==> src/hdl/gdid_pkg.sv <==
`timescale 1ns / 1ps
`default_nettype none

package gdid_pkg;

    // result kinds
    localparam logic [1:0] KIND_LITERAL  = 2'd0;
    localparam logic [1:0] KIND_COPY     = 2'd1;
    localparam logic [1:0] KIND_FINISHED = 2'd2;
    localparam logic [1:0] KIND_ERROR    = 2'd3;

    // error codes
    localparam logic [3:0] ERR_NONE        = 4'd0;
    localparam logic [3:0] ERR_BASE_SIZE   = 4'd1;
    localparam logic [3:0] ERR_OPCODE_ZERO = 4'd2;
    localparam logic [3:0] ERR_ADD_TRUNC   = 4'd3;
    localparam logic [3:0] ERR_ADD_OVER    = 4'd4;
    localparam logic [3:0] ERR_COPY_TRUNC  = 4'd5;
    localparam logic [3:0] ERR_COPY_BEYOND = 4'd6;
    localparam logic [3:0] ERR_COPY_OVER   = 4'd7;
    localparam logic [3:0] ERR_UNDERFILL   = 4'd8;

    // largest copy length, also the meaning of a zero size
    localparam logic [16:0] COPY_MAX = 17'h10000;

    // result queue between parser and output stage
    localparam int QUEUE_DEPTH = 4;
    localparam int QUEUE_AW    = $clog2(QUEUE_DEPTH);
    localparam int QUEUE_CW    = $clog2(QUEUE_DEPTH + 1);

    typedef struct packed {
        logic [1:0]  kind;
        logic [7:0]  literal_byte;
        logic [31:0] copy_offset;
        logic [16:0] copy_length;
        logic [31:0] target_size;
        logic [3:0]  error_code;
        logic        final_result;
    } t_result;

    // results caused by one item: first always present, second optional
    typedef struct packed {
        logic    two;
        t_result first;
        t_result second;
    } t_pair;

    typedef struct packed {
        logic  valid;
        t_pair pair;
    } t_push;

endpackage

`default_nettype wire

==> src/hdl/git_delta_instruction_decoder.sv <==
// Git pack delta decoder, one delta byte per input item. It accepts one byte every clock
// cycle and delivers one result item every cycle the output side is ready; a byte that
// causes two results (the last byte of a delta, closing a literal or copy command)
// occupies the output with both results in turn. The first result of a byte is written
// to the result queue and from there loaded into the output register: the parser
// classifies the byte and checks sizes in its cycle, a four-entry result queue decouples
// it from the output register, and input ready drops only while that queue is full.
// base_length and base_position are written through the plain register port and must
// only change while no delta is in progress.
`timescale 1ns / 1ps
`default_nettype none

module git_delta_instruction_decoder #(
    parameter int LENGTH_BITS = 32
) (
    input  wire logic        i_clk,
    input  wire logic        i_rst_n,
    input  wire logic        i_in_valid,
    output logic             o_in_ready,
    input  wire logic [7:0]  i_delta_byte,
    input  wire logic        i_end_of_delta,
    input  wire logic        i_cfg_we,
    input  wire logic        i_cfg_index,
    input  wire logic [31:0] i_cfg_data,
    output logic             o_out_valid,
    input  wire logic        i_out_ready,
    output logic [1:0]       o_result_kind,
    output logic [7:0]       o_literal_byte,
    output logic [31:0]      o_copy_offset,
    output logic [16:0]      o_copy_length,
    output logic [31:0]      o_target_size,
    output logic [3:0]       o_error_code,
    output logic             o_final_result
);
    import gdid_pkg::*;

    t_push   push;
    t_pair   head;
    t_result result;
    logic    queue_full, queue_nonempty, pop;

    // byte parser and checks
    gdid_front #(
        .LENGTH_BITS(LENGTH_BITS)
    ) u_front (
        .i_clk         (i_clk),
        .i_rst_n       (i_rst_n),
        .i_valid       (i_in_valid),
        .o_ready       (o_in_ready),
        .i_delta_byte  (i_delta_byte),
        .i_end_of_delta(i_end_of_delta),
        .i_cfg_we      (i_cfg_we),
        .i_cfg_index   (i_cfg_index),
        .i_cfg_data    (i_cfg_data),
        .i_queue_full  (queue_full),
        .o_push        (push)
    );

    // result queue
    gdid_queue u_queue (
        .i_clk     (i_clk),
        .i_rst_n   (i_rst_n),
        .i_push    (push),
        .i_pop     (pop),
        .o_full    (queue_full),
        .o_nonempty(queue_nonempty),
        .o_head    (head)
    );

    // output stage
    gdid_back u_back (
        .i_clk     (i_clk),
        .i_rst_n   (i_rst_n),
        .i_nonempty(queue_nonempty),
        .i_head    (head),
        .o_pop     (pop),
        .o_valid   (o_out_valid),
        .i_ready   (i_out_ready),
        .o_result  (result)
    );

    assign o_result_kind  = result.kind;
    assign o_literal_byte = result.literal_byte;
    assign o_copy_offset  = result.copy_offset;
    assign o_copy_length  = result.copy_length;
    assign o_target_size  = result.target_size;
    assign o_error_code   = result.error_code;
    assign o_final_result = result.final_result;

    // checks
    a_no_overflow: assert property (@(posedge i_clk) disable iff (!i_rst_n)
        queue_full |-> !push.valid)
        else $error("result queue written while full");

    a_final_kind: assert property (@(posedge i_clk) disable iff (!i_rst_n)
        o_out_valid |-> (o_final_result ==
            ((o_result_kind == KIND_FINISHED) || (o_result_kind == KIND_ERROR))))
        else $error("final flag does not match result kind");

    a_copy_len: assert property (@(posedge i_clk) disable iff (!i_rst_n)
        (o_out_valid && (o_result_kind == KIND_COPY)) |->
            ((o_copy_length != 17'd0) && (o_copy_length <= COPY_MAX)))
        else $error("copy length out of range");

endmodule

`default_nettype wire

==> src/hdl/gdid_front.sv <==
`timescale 1ns / 1ps
`default_nettype none

module gdid_front #(
    parameter int LENGTH_BITS = 32
) (
    input  wire logic            i_clk,
    input  wire logic            i_rst_n,
    input  wire logic            i_valid,
    output logic                 o_ready,
    input  wire logic [7:0]      i_delta_byte,
    input  wire logic            i_end_of_delta,
    input  wire logic            i_cfg_we,
    input  wire logic            i_cfg_index,
    input  wire logic [31:0]     i_cfg_data,
    input  wire logic            i_queue_full,
    output gdid_pkg::t_push      o_push
);
    import gdid_pkg::*;

    localparam logic [2:0] PH_HDR_BASE = 3'd0;
    localparam logic [2:0] PH_HDR_TGT  = 3'd1;
    localparam logic [2:0] PH_OPCODE   = 3'd2;
    localparam logic [2:0] PH_ADD      = 3'd3;
    localparam logic [2:0] PH_ADD_SKIP = 3'd4;
    localparam logic [2:0] PH_COPY     = 3'd5;
    localparam logic [2:0] PH_DROP     = 3'd6;

    localparam logic CFG_BASE_LENGTH   = 1'b0;
    localparam logic CFG_BASE_POSITION = 1'b1;

    localparam logic [2:0] VARINT_GROUPS = 3'd5;

    logic [31:0]            r_base_length, r_base_position;
    logic [2:0]             r_phase, n_phase;
    logic [31:0]            r_acc, n_acc;
    logic [2:0]             r_grp, n_grp;
    logic [LENGTH_BITS-1:0] r_dts, n_dts;
    logic [LENGTH_BITS-1:0] r_tr, n_tr;
    logic [6:0]             r_abr, n_abr;
    logic [6:0]             r_flags, n_flags;
    logic [31:0]            r_off, n_off;
    logic [23:0]            r_len, n_len;

    logic                   accept;
    logic                   last;
    logic [31:0]            base_diff;
    logic [31:0]            payload;
    logic [31:0]            take_acc;
    logic [2:0]             take_grp;
    logic [LENGTH_BITS-1:0] hdr_size;
    logic [6:0]             abr_dec;
    logic [2:0]             low_bit;
    logic [4:0]             lane_base;
    logic [31:0]            gath_off;
    logic [23:0]            gath_len;
    logic [6:0]             gath_flags;
    logic [32:0]            tr_wide;

    logic                   emit_lit, emit_copy, fail_en, fin_en, restart, cd_en;
    logic [3:0]             fail_code;
    logic [31:0]            cd_off;
    logic [23:0]            cd_len;
    logic [23:0]            cd_size;
    logic [32:0]            cd_size_wide;
    logic                   cd_too_big, cd_beyond;
    t_result                prim, trail;

    function automatic t_result mk_err(input logic [3:0] code);
        t_result r;
        r              = '0;
        r.kind         = KIND_ERROR;
        r.error_code   = code;
        r.final_result = 1'b1;
        return r;
    endfunction

    function automatic t_result mk_fin(input logic [31:0] tsize);
        t_result r;
        r              = '0;
        r.kind         = KIND_FINISHED;
        r.target_size  = tsize;
        r.error_code   = ERR_NONE;
        r.final_result = 1'b1;
        return r;
    endfunction

    function automatic t_result mk_lit(input logic [7:0] b);
        t_result r;
        r              = '0;
        r.kind         = KIND_LITERAL;
        r.literal_byte = b;
        return r;
    endfunction

    function automatic t_result mk_copy(input logic [31:0] off, input logic [16:0] len);
        t_result r;
        r             = '0;
        r.kind        = KIND_COPY;
        r.copy_offset = off;
        r.copy_length = len;
        return r;
    endfunction

    assign o_ready = !i_queue_full;
    assign accept  = i_valid && !i_queue_full;
    assign last    = i_end_of_delta;

    // size header accumulation, bits past 32 dropped
    assign payload = {25'd0, i_delta_byte[6:0]};
    always_comb begin
        case (r_grp)
            3'd0:    take_acc = r_acc | payload;
            3'd1:    take_acc = r_acc | (payload << 7);
            3'd2:    take_acc = r_acc | (payload << 14);
            3'd3:    take_acc = r_acc | (payload << 21);
            3'd4:    take_acc = r_acc | (payload << 28);
            default: take_acc = r_acc;
        endcase
    end
    assign take_grp  = (r_grp < VARINT_GROUPS) ? r_grp + 3'd1 : r_grp;
    assign hdr_size  = take_acc[LENGTH_BITS-1:0];
    assign base_diff = r_base_length - r_base_position;
    assign tr_wide   = 33'(r_tr);
    assign abr_dec   = r_abr - 7'd1;

    // copy argument gathering: lowest pending flag takes this byte
    always_comb begin
        low_bit = 3'd7;
        for (int i = 6; i >= 0; i--) begin
            if (r_flags[i]) begin
                low_bit = 3'(i);
            end
        end
    end
    assign lane_base = {low_bit[1:0], 3'b000};
    always_comb begin
        gath_off   = r_off;
        gath_len   = r_len;
        gath_flags = r_flags & ~(7'd1 << low_bit);
        if (low_bit < 3'd4) begin
            gath_off[lane_base +: 8] = r_off[lane_base +: 8] | i_delta_byte;
        end else if (low_bit < 3'd7) begin
            gath_len[lane_base +: 8] = r_len[lane_base +: 8] | i_delta_byte;
        end else begin
            gath_flags = 7'd0;
        end
    end

    // parse step
    always_comb begin
        n_phase   = r_phase;
        n_acc     = r_acc;
        n_grp     = r_grp;
        n_dts     = r_dts;
        n_tr      = r_tr;
        n_abr     = r_abr;
        n_flags   = r_flags;
        n_off     = r_off;
        n_len     = r_len;
        emit_lit  = 1'b0;
        emit_copy = 1'b0;
        fail_en   = 1'b0;
        fail_code = ERR_NONE;
        fin_en    = 1'b0;
        restart   = 1'b0;
        cd_en     = 1'b0;
        cd_off    = '0;
        cd_len    = '0;

        if (accept) begin
            case (r_phase)
                PH_HDR_BASE: begin
                    n_acc = take_acc;
                    n_grp = take_grp;
                    if (!i_delta_byte[7] || last) begin
                        n_acc = '0;
                        n_grp = '0;
                        if (hdr_size != base_diff[LENGTH_BITS-1:0]) begin
                            fail_en   = 1'b1;
                            fail_code = ERR_BASE_SIZE;
                        end else if (last) begin
                            n_dts  = '0;
                            n_tr   = '0;
                            fin_en = 1'b1;
                        end else begin
                            n_phase = PH_HDR_TGT;
                        end
                    end
                end
                PH_HDR_TGT: begin
                    n_acc = take_acc;
                    n_grp = take_grp;
                    if (!i_delta_byte[7] || last) begin
                        n_acc   = '0;
                        n_grp   = '0;
                        n_dts   = hdr_size;
                        n_tr    = hdr_size;
                        n_phase = PH_OPCODE;
                        fin_en  = last;
                    end
                end
                PH_OPCODE: begin
                    if (i_delta_byte == 8'd0) begin
                        fail_en   = 1'b1;
                        fail_code = ERR_OPCODE_ZERO;
                    end else if (!i_delta_byte[7]) begin
                        n_abr = i_delta_byte[6:0];
                        if (last) begin
                            fail_en   = 1'b1;
                            fail_code = ERR_ADD_TRUNC;
                        end else if (33'(i_delta_byte[6:0]) > tr_wide) begin
                            n_phase = PH_ADD_SKIP;
                        end else begin
                            n_phase = PH_ADD;
                        end
                    end else begin
                        n_flags = i_delta_byte[6:0];
                        n_off   = '0;
                        n_len   = '0;
                        if (i_delta_byte[6:0] == 7'd0) begin
                            cd_en = 1'b1;
                        end else if (last) begin
                            fail_en   = 1'b1;
                            fail_code = ERR_COPY_TRUNC;
                        end else begin
                            n_phase = PH_COPY;
                        end
                    end
                end
                PH_ADD: begin
                    emit_lit = 1'b1;
                    n_abr    = abr_dec;
                    n_tr     = r_tr - LENGTH_BITS'(1);
                    if (abr_dec == 7'd0) begin
                        n_phase = PH_OPCODE;
                        fin_en  = last;
                    end else if (last) begin
                        fail_en   = 1'b1;
                        fail_code = ERR_ADD_TRUNC;
                    end
                end
                PH_ADD_SKIP: begin
                    n_abr = abr_dec;
                    if (abr_dec == 7'd0) begin
                        fail_en   = 1'b1;
                        fail_code = ERR_ADD_OVER;
                    end else if (last) begin
                        fail_en   = 1'b1;
                        fail_code = ERR_ADD_TRUNC;
                    end
                end
                PH_COPY: begin
                    n_off   = gath_off;
                    n_len   = gath_len;
                    n_flags = gath_flags;
                    if (gath_flags == 7'd0) begin
                        cd_en  = 1'b1;
                        cd_off = gath_off;
                        cd_len = gath_len;
                    end else if (last) begin
                        fail_en   = 1'b1;
                        fail_code = ERR_COPY_TRUNC;
                    end
                end
                default: begin
                    // dropping the rest of a failed delta
                    restart = last;
                end
            endcase
        end

        // copy command checks: target room first, then base range
        cd_size      = (cd_len == 24'd0) ? 24'(COPY_MAX) : cd_len;
        cd_size_wide = 33'(cd_size);
        cd_too_big   = (cd_size_wide > tr_wide) || (cd_size > 24'(COPY_MAX));
        cd_beyond    = (33'(cd_off) + cd_size_wide) > 33'(r_base_length);
        if (cd_en) begin
            if (cd_too_big) begin
                fail_en   = 1'b1;
                fail_code = ERR_COPY_OVER;
            end else if (cd_beyond) begin
                fail_en   = 1'b1;
                fail_code = ERR_COPY_BEYOND;
            end else begin
                emit_copy = 1'b1;
                n_tr      = r_tr - cd_size_wide[LENGTH_BITS-1:0];
                n_off     = '0;
                n_len     = '0;
                n_phase   = PH_OPCODE;
                fin_en    = last;
            end
        end

        // results of this item
        prim  = emit_lit ? mk_lit(i_delta_byte) : mk_copy(cd_off, cd_size[16:0]);
        if (fail_en) begin
            trail = mk_err(fail_code);
        end else if (n_tr == '0) begin
            trail = mk_fin(32'(n_dts));
        end else begin
            trail = mk_err(ERR_UNDERFILL);
        end

        o_push.valid = accept && (emit_lit || emit_copy || fail_en || fin_en);
        if (emit_lit || emit_copy) begin
            o_push.pair.first  = prim;
            o_push.pair.second = trail;
            o_push.pair.two    = fail_en || fin_en;
        end else begin
            o_push.pair.first  = trail;
            o_push.pair.second = trail;
            o_push.pair.two    = 1'b0;
        end

        // end of delta or error: start over or drop
        if (fail_en && !last) begin
            n_phase = PH_DROP;
        end
        if (accept && last && (fail_en || fin_en)) begin
            restart = 1'b1;
        end
        if (restart) begin
            n_phase = PH_HDR_BASE;
            n_acc   = '0;
            n_grp   = '0;
            n_dts   = '0;
            n_tr    = '0;
            n_abr   = '0;
            n_flags = '0;
            n_off   = '0;
            n_len   = '0;
        end
    end

    // parser state
    always_ff @(posedge i_clk) begin
        if (!i_rst_n) begin
            r_phase <= PH_HDR_BASE;
            r_acc   <= '0;
            r_grp   <= '0;
            r_dts   <= '0;
            r_tr    <= '0;
            r_abr   <= '0;
            r_flags <= '0;
            r_off   <= '0;
            r_len   <= '0;
        end else begin
            r_phase <= n_phase;
            r_acc   <= n_acc;
            r_grp   <= n_grp;
            r_dts   <= n_dts;
            r_tr    <= n_tr;
            r_abr   <= n_abr;
            r_flags <= n_flags;
            r_off   <= n_off;
            r_len   <= n_len;
        end
    end

    // configuration registers
    always_ff @(posedge i_clk) begin
        if (!i_rst_n) begin
            r_base_length   <= '0;
            r_base_position <= '0;
        end else if (i_cfg_we) begin
            case (i_cfg_index)
                CFG_BASE_LENGTH:   r_base_length   <= i_cfg_data;
                CFG_BASE_POSITION: r_base_position <= i_cfg_data;
                default:           r_base_length   <= r_base_length;
            endcase
        end
    end

endmodule

`default_nettype wire

==> src/hdl/gdid_queue.sv <==
`timescale 1ns / 1ps
`default_nettype none

module gdid_queue (
    input  wire logic            i_clk,
    input  wire logic            i_rst_n,
    input  wire gdid_pkg::t_push i_push,
    input  wire logic            i_pop,
    output logic                 o_full,
    output logic                 o_nonempty,
    output gdid_pkg::t_pair      o_head
);
    import gdid_pkg::*;

    t_pair               r_mem [QUEUE_DEPTH];
    logic [QUEUE_AW-1:0] r_wr_ptr, r_rd_ptr;
    logic [QUEUE_CW-1:0] r_count, n_count;

    assign o_full     = (r_count == QUEUE_CW'(QUEUE_DEPTH));
    assign o_nonempty = (r_count != '0);
    assign o_head     = r_mem[r_rd_ptr];

    // occupancy
    always_comb begin
        case ({i_push.valid, i_pop})
            2'b10:   n_count = r_count + QUEUE_CW'(1);
            2'b01:   n_count = r_count - QUEUE_CW'(1);
            default: n_count = r_count;
        endcase
    end

    // pointers
    always_ff @(posedge i_clk) begin
        if (!i_rst_n) begin
            r_wr_ptr <= '0;
            r_rd_ptr <= '0;
            r_count  <= '0;
        end else begin
            r_count <= n_count;
            if (i_push.valid) begin
                r_wr_ptr <= r_wr_ptr + QUEUE_AW'(1);
            end
            if (i_pop) begin
                r_rd_ptr <= r_rd_ptr + QUEUE_AW'(1);
            end
        end
    end

    // storage
    always_ff @(posedge i_clk) begin
        if (i_push.valid) begin
            r_mem[r_wr_ptr] <= i_push.pair;
        end
    end

endmodule

`default_nettype wire

==> src/hdl/gdid_back.sv <==
`timescale 1ns / 1ps
`default_nettype none

module gdid_back (
    input  wire logic            i_clk,
    input  wire logic            i_rst_n,
    input  wire logic            i_nonempty,
    input  wire gdid_pkg::t_pair i_head,
    output logic                 o_pop,
    output logic                 o_valid,
    input  wire logic            i_ready,
    output gdid_pkg::t_result    o_result
);
    import gdid_pkg::*;

    logic    r_out_valid, r_second_valid;
    t_result r_out, r_second;
    logic    out_taken, load, advance;

    assign out_taken = r_out_valid && i_ready;
    assign advance   = out_taken && r_second_valid;
    assign load      = !r_second_valid && (!r_out_valid || i_ready) && i_nonempty;
    assign o_pop     = load;
    assign o_valid   = r_out_valid;
    assign o_result  = r_out;

    // output stage control
    always_ff @(posedge i_clk) begin
        if (!i_rst_n) begin
            r_out_valid    <= 1'b0;
            r_second_valid <= 1'b0;
        end else if (advance) begin
            r_second_valid <= 1'b0;
        end else if (load) begin
            r_out_valid    <= 1'b1;
            r_second_valid <= i_head.two;
        end else if (out_taken) begin
            r_out_valid <= 1'b0;
        end
    end

    // output payload, second result waits behind the first
    always_ff @(posedge i_clk) begin
        if (advance) begin
            r_out <= r_second;
        end else if (load) begin
            r_out    <= i_head.first;
            r_second <= i_head.second;
        end
    end

endmodule

`default_nettype wire
==> config.mk <==
export PLATFORM = sky130hd
export DESIGN_NAME = git_delta_instruction_decoder
export DESIGN_NICKNAME = d
export VERILOG_FILES = /design/src/hdl/gdid_pkg.sv /design/src/hdl/git_delta_instruction_decoder.sv /design/src/hdl/gdid_front.sv /design/src/hdl/gdid_queue.sv /design/src/hdl/gdid_back.sv
export SDC_FILE = /design/constraint.sdc
export NUM_CORES = 2
export LEC_CHECK = 0
export BUFFER_PORTS_ARGS = -buffer_cell sky130_fd_sc_hd__buf_2
export CAP_MARGIN = 20
export CORE_MARGIN = 5
export CORE_UTILIZATION = 65
export CTS_BUF_LIST = sky130_fd_sc_hd__clkbuf_4
export CTS_CLUSTER_DIAMETER = 120
export DETAILED_ROUTE_END_ITERATION = 10
export GPL_TIMING_DRIVEN = 1
export PLACE_DENSITY = 0.8
export SLEW_MARGIN = 30
export SYNTH_ARGS = -nofsm -noshare
export SYNTH_HDL_FRONTEND = slang
export SYNTH_SLANG_ARGS = --single-unit
export TNS_END_PERCENT = 50
==> constraint.sdc <==
create_clock -name i_clk -period 30.6 [get_ports i_clk]
set_input_delay 4.59 -clock i_clk [delete_from_list [all_inputs] [get_ports i_clk]]
set_output_delay 4.59 -clock i_clk [all_outputs]
set_load 0.005 [all_outputs]
==> impl_metrics.yaml <==
outcome:
  status: "completed"
place:
  place_inst: 4681
  dp_hpwl_um: 83990
  routabilityCongestion: 1.046
  port_buffers: 144
critical_path:
  max_stage_delay_ns: 0.65
  timing.rr.end: "u_queue.r_mem[2][120]"
  end_kind: "register"
  arrival_ns: 15.25
  critPathMaxFanout: 69
  worstSetupPathType: "in2reg"
  r2r_start: "u_front.r_flags[3]"
  r2r_cells: 45
  critical-path-slowest-cell: "nor3_1"
  cp.required_ns: 31.40
  start_kind: "input pin"
  r2r_slack_ns: 16.58
power:
  switchingPower_uw: 1024
  p_leak_uw: 0.01733
  intPower_uw: 2354
  peakVddDrop_v: 0.00008702
  pwr-share-seq: 0.481
  p_comb_frac: 0.226
  swShare: 0.3030
  powerDensity_nw_per_um2: 69.73
  p_clk_frac: 0.293
hold_path:
  hold_depth: 2
  worstHoldStart: "u_front.r_base_position[25]"
  hp-class: "reg2reg"
  holdPathEnd: "u_front.r_base_position[25]"
finish:
  fillerInstances: 4653
  drive_gt1_frac: 0.1819
  fin_util: 0.7201
  final_nets: 4219
  syn_to_final_growth_pct: 9.717
  fin_cells: 5086
global_route:
  grt_overflow_total: 0
  grt.total_usage: 0.3353
  antenna_found_initial: 10
  grt_start_max_net_pins: 79
  grt_pass1_vias: 31820
  grt_pass1_wl_um: 189300
synth:
  post-synth-top-area-cell: "edfxtp_1"
  synth.distinct_cells: 92
  netlist_area_um2: 44150
  synthArstFlopShare: 0
  synth_edf_count: 664
  syn_nets: 4024
  ys_ff_latch: 911
  synthCells: 3837
  synthTopCellsByArea: "edfxtp_1 45%, dfxtp_1 11%, mux4_2 6.9%"
  synth_commonest_cells: "664 x edfxtp_1, 419 x nor2_1, 329 x nand2_1"
  yosysSeqAreaShare: 0.5636
  yosysWarnings: 0
  synth_ff_type: "edfxtp_1"
  synth_top_area_frac: 0.4516
  postSynthAreaPerCell_um2: 11.51
  synth_most_common_cell: "edfxtp_1"
clocking:
  ctsResizeCount: 0
  hold_buffers: 0
  cts.path.max_buffers: 3
  cts_tree: "yes"
  root_buffer: "clkbuf_4"
  htree_levels: 4
  cts.sinks: 911
  postCtsSetupRepairBufs: 0
  clock_latency_ns: 1.13
  numCtsBuffers: 220
  path_clk_slew_ns: 0.06
die:
  io_pins: 145
  die_w_um: 270.6
  rows: 95
  die_h_um: 270.6
  die-area_um2: 73240
  initial_core_util: 0.6563
  core_um2: 67280
sta:
  layout_min_cycle_time_ns: 14.45
  fin_skew_ns: 0.09518
  finalCritPeriodShare: 0.4721
  worst_pin_slew_ns: 1.103
  setup_viol: 0
  max_freq_ghz: 0.06922
  slew_headroom: 0.2649
  rsz0062_at_grt: "no"
  maxSlewViolCount: 0
  final.setup.tns_ns: 0
  hold_viol: 0
job:
  drv_cap: 0
routing:
  post_drt_wl_per_cell_um: 24.70
  vias_per_cell: 6.574
  wl_um: 125600
  dr.first_iter.drc_count: 4869
  dr.pass1.iters: 10
  num_vias: 33440
  drc_errors: 0
  drtAntennaViolNets: 0
-- flip-flops by register name (all words and copies together) (netlist names), 3 cells and up, named ones only --
name / flops
u_queue.r_mem: 532
u_back.o_result: 95
u_back.r_second: 37
u_front.r_acc: 32
u_front.r_base_length: 32
u_front.r_base_position: 32
u_front.r_dts: 32
u_front.r_off: 32
u_front.r_tr: 32
u_front.r_len: 24
u_front.r_abr: 7
u_front.r_flags: 7
u_front.r_grp: 3
u_front.r_phase: 3
u_queue.r_count: 3
-- critical path, delay by kind of cell --
kind	cells	cell delay, ns
and+or+nand+nor	18	4.55
adders and majority gates	2	0.51
buffers and inverters	5	1.39
AOI/OAI and AO/OA	15	3.92
xor gates and xnor gates	1	0.13
-- power groups by stage --
| stage | Combinational, µW | Clock [µW] | Sequential [µW] |
|---|---|---|---|
| after global placement | 742 | 0 | 1640 |
| after floorplan | 509 | 0 | 1640 |
| after CTS | 768 | 1000 | 1620 |
| final | 764 | 990 | 1620 |
| after detailed placement | 760 | 0 | 1640 |
| after global routing | 824 | 1080 | 1640 |
-- final cells by class --
cell class | instances | area [µm²] | share of cell area
tap | 873 | 1092 | 0.02255
antenna | 1 | 2.502 | 0.00005165
timing repair buffer | 191 | 1139 | 0.02350
sequential | 911 | 24890 | 0.5138
clock inverter | 91 | 486.7 | 0.01005
inverter | 144 | 540.5 | 0.01116
multi-input combinational | 2564 | 17960 | 0.3707
clock buffer | 311 | 2335 | 0.04819
-- cell families after synthesis --
family | count (synthesis) | share of synthesized area
simple gates | 1240 | 0.1319
fa+ha+maj | 140 | 0.04035
buf+inv | 362 | 0.03179
flops | 911 | 0.5636
xor+xnor | 110 | 0.02213
mux | 185 | 0.08161
compound gates | 889 | 0.1287
-- stage by stage --
step | hold slack [ns] | total power (µW) | setup WS, ns | area, µm²
global route | 0.4967 | 3536 | 15.87 | 48450
floorplan | 0.4435 | 2144 | 15.93 | 44150
global placement | 0.4524 | 2379 | 15.81 | 45500
detailed placement | 0.4590 | 2405 | 15.50 | 45560
CTS | 0.4678 | 3393 | 16.59 | 48380
finish | 0.4658 | 3378 | 16.15 | 48450
-- worst max path at each step --
stage | from | endpoint | cells after the start
2_1_floorplan | i_delta_byte[1] | u_queue.r_mem[0][100] | 38
3_5_place_dp | i_in_valid | u_queue.r_mem[3][119] | 41
3_3_place_gp | i_in_valid | u_queue.r_mem[0][33] | 39
6_report | i_in_valid | u_queue.r_mem[2][120] | 41
5_1_grt | i_in_valid | u_queue.r_mem[3][106] | 41
4_1_cts | i_in_valid | u_queue.r_mem[1][120] | 41
-- layer usage --
| metal | wire length, µm | GRT usage | vias to the layer above |
|---|---|---|---|
| met4 | 5158 | 0.1294 | 7 |
| met2 | 57140 | 0.5124 | 2212 |
| li1 | - | - | 14840 |
| met1 | 47940 | 0.4596 | 15990 |
| met5 | 95 | 0 | - |
| met3 | 15280 | 0.1003 | 395 |
-- placed cells by master, fill, tap and decap left out, types with 30 or more instances in the layout --
master,n
xnor2_1,74
a21boi_0,71
clkinv_1,62
edfxtp_1,664
ha_1,136
clkbuf_4,311
nor2_1,416
buf_4,41
inv_1,142
nand4_1,37
xor2_1,35
mux2_2,40
a21oi_1,273
a31oi_1,38
nand2b_1,30
mux4_2,136
nand3_1,53
nor2b_1,81
a211oi_1,36
a21o_1,50
nand2_1,326
buf_2,144
or3_1,30
dfxtp_1,245
o21ai_0,160
nor3_1,111
and2_1,30
a22oi_1,69
Power figures use the tool's default switching activity.
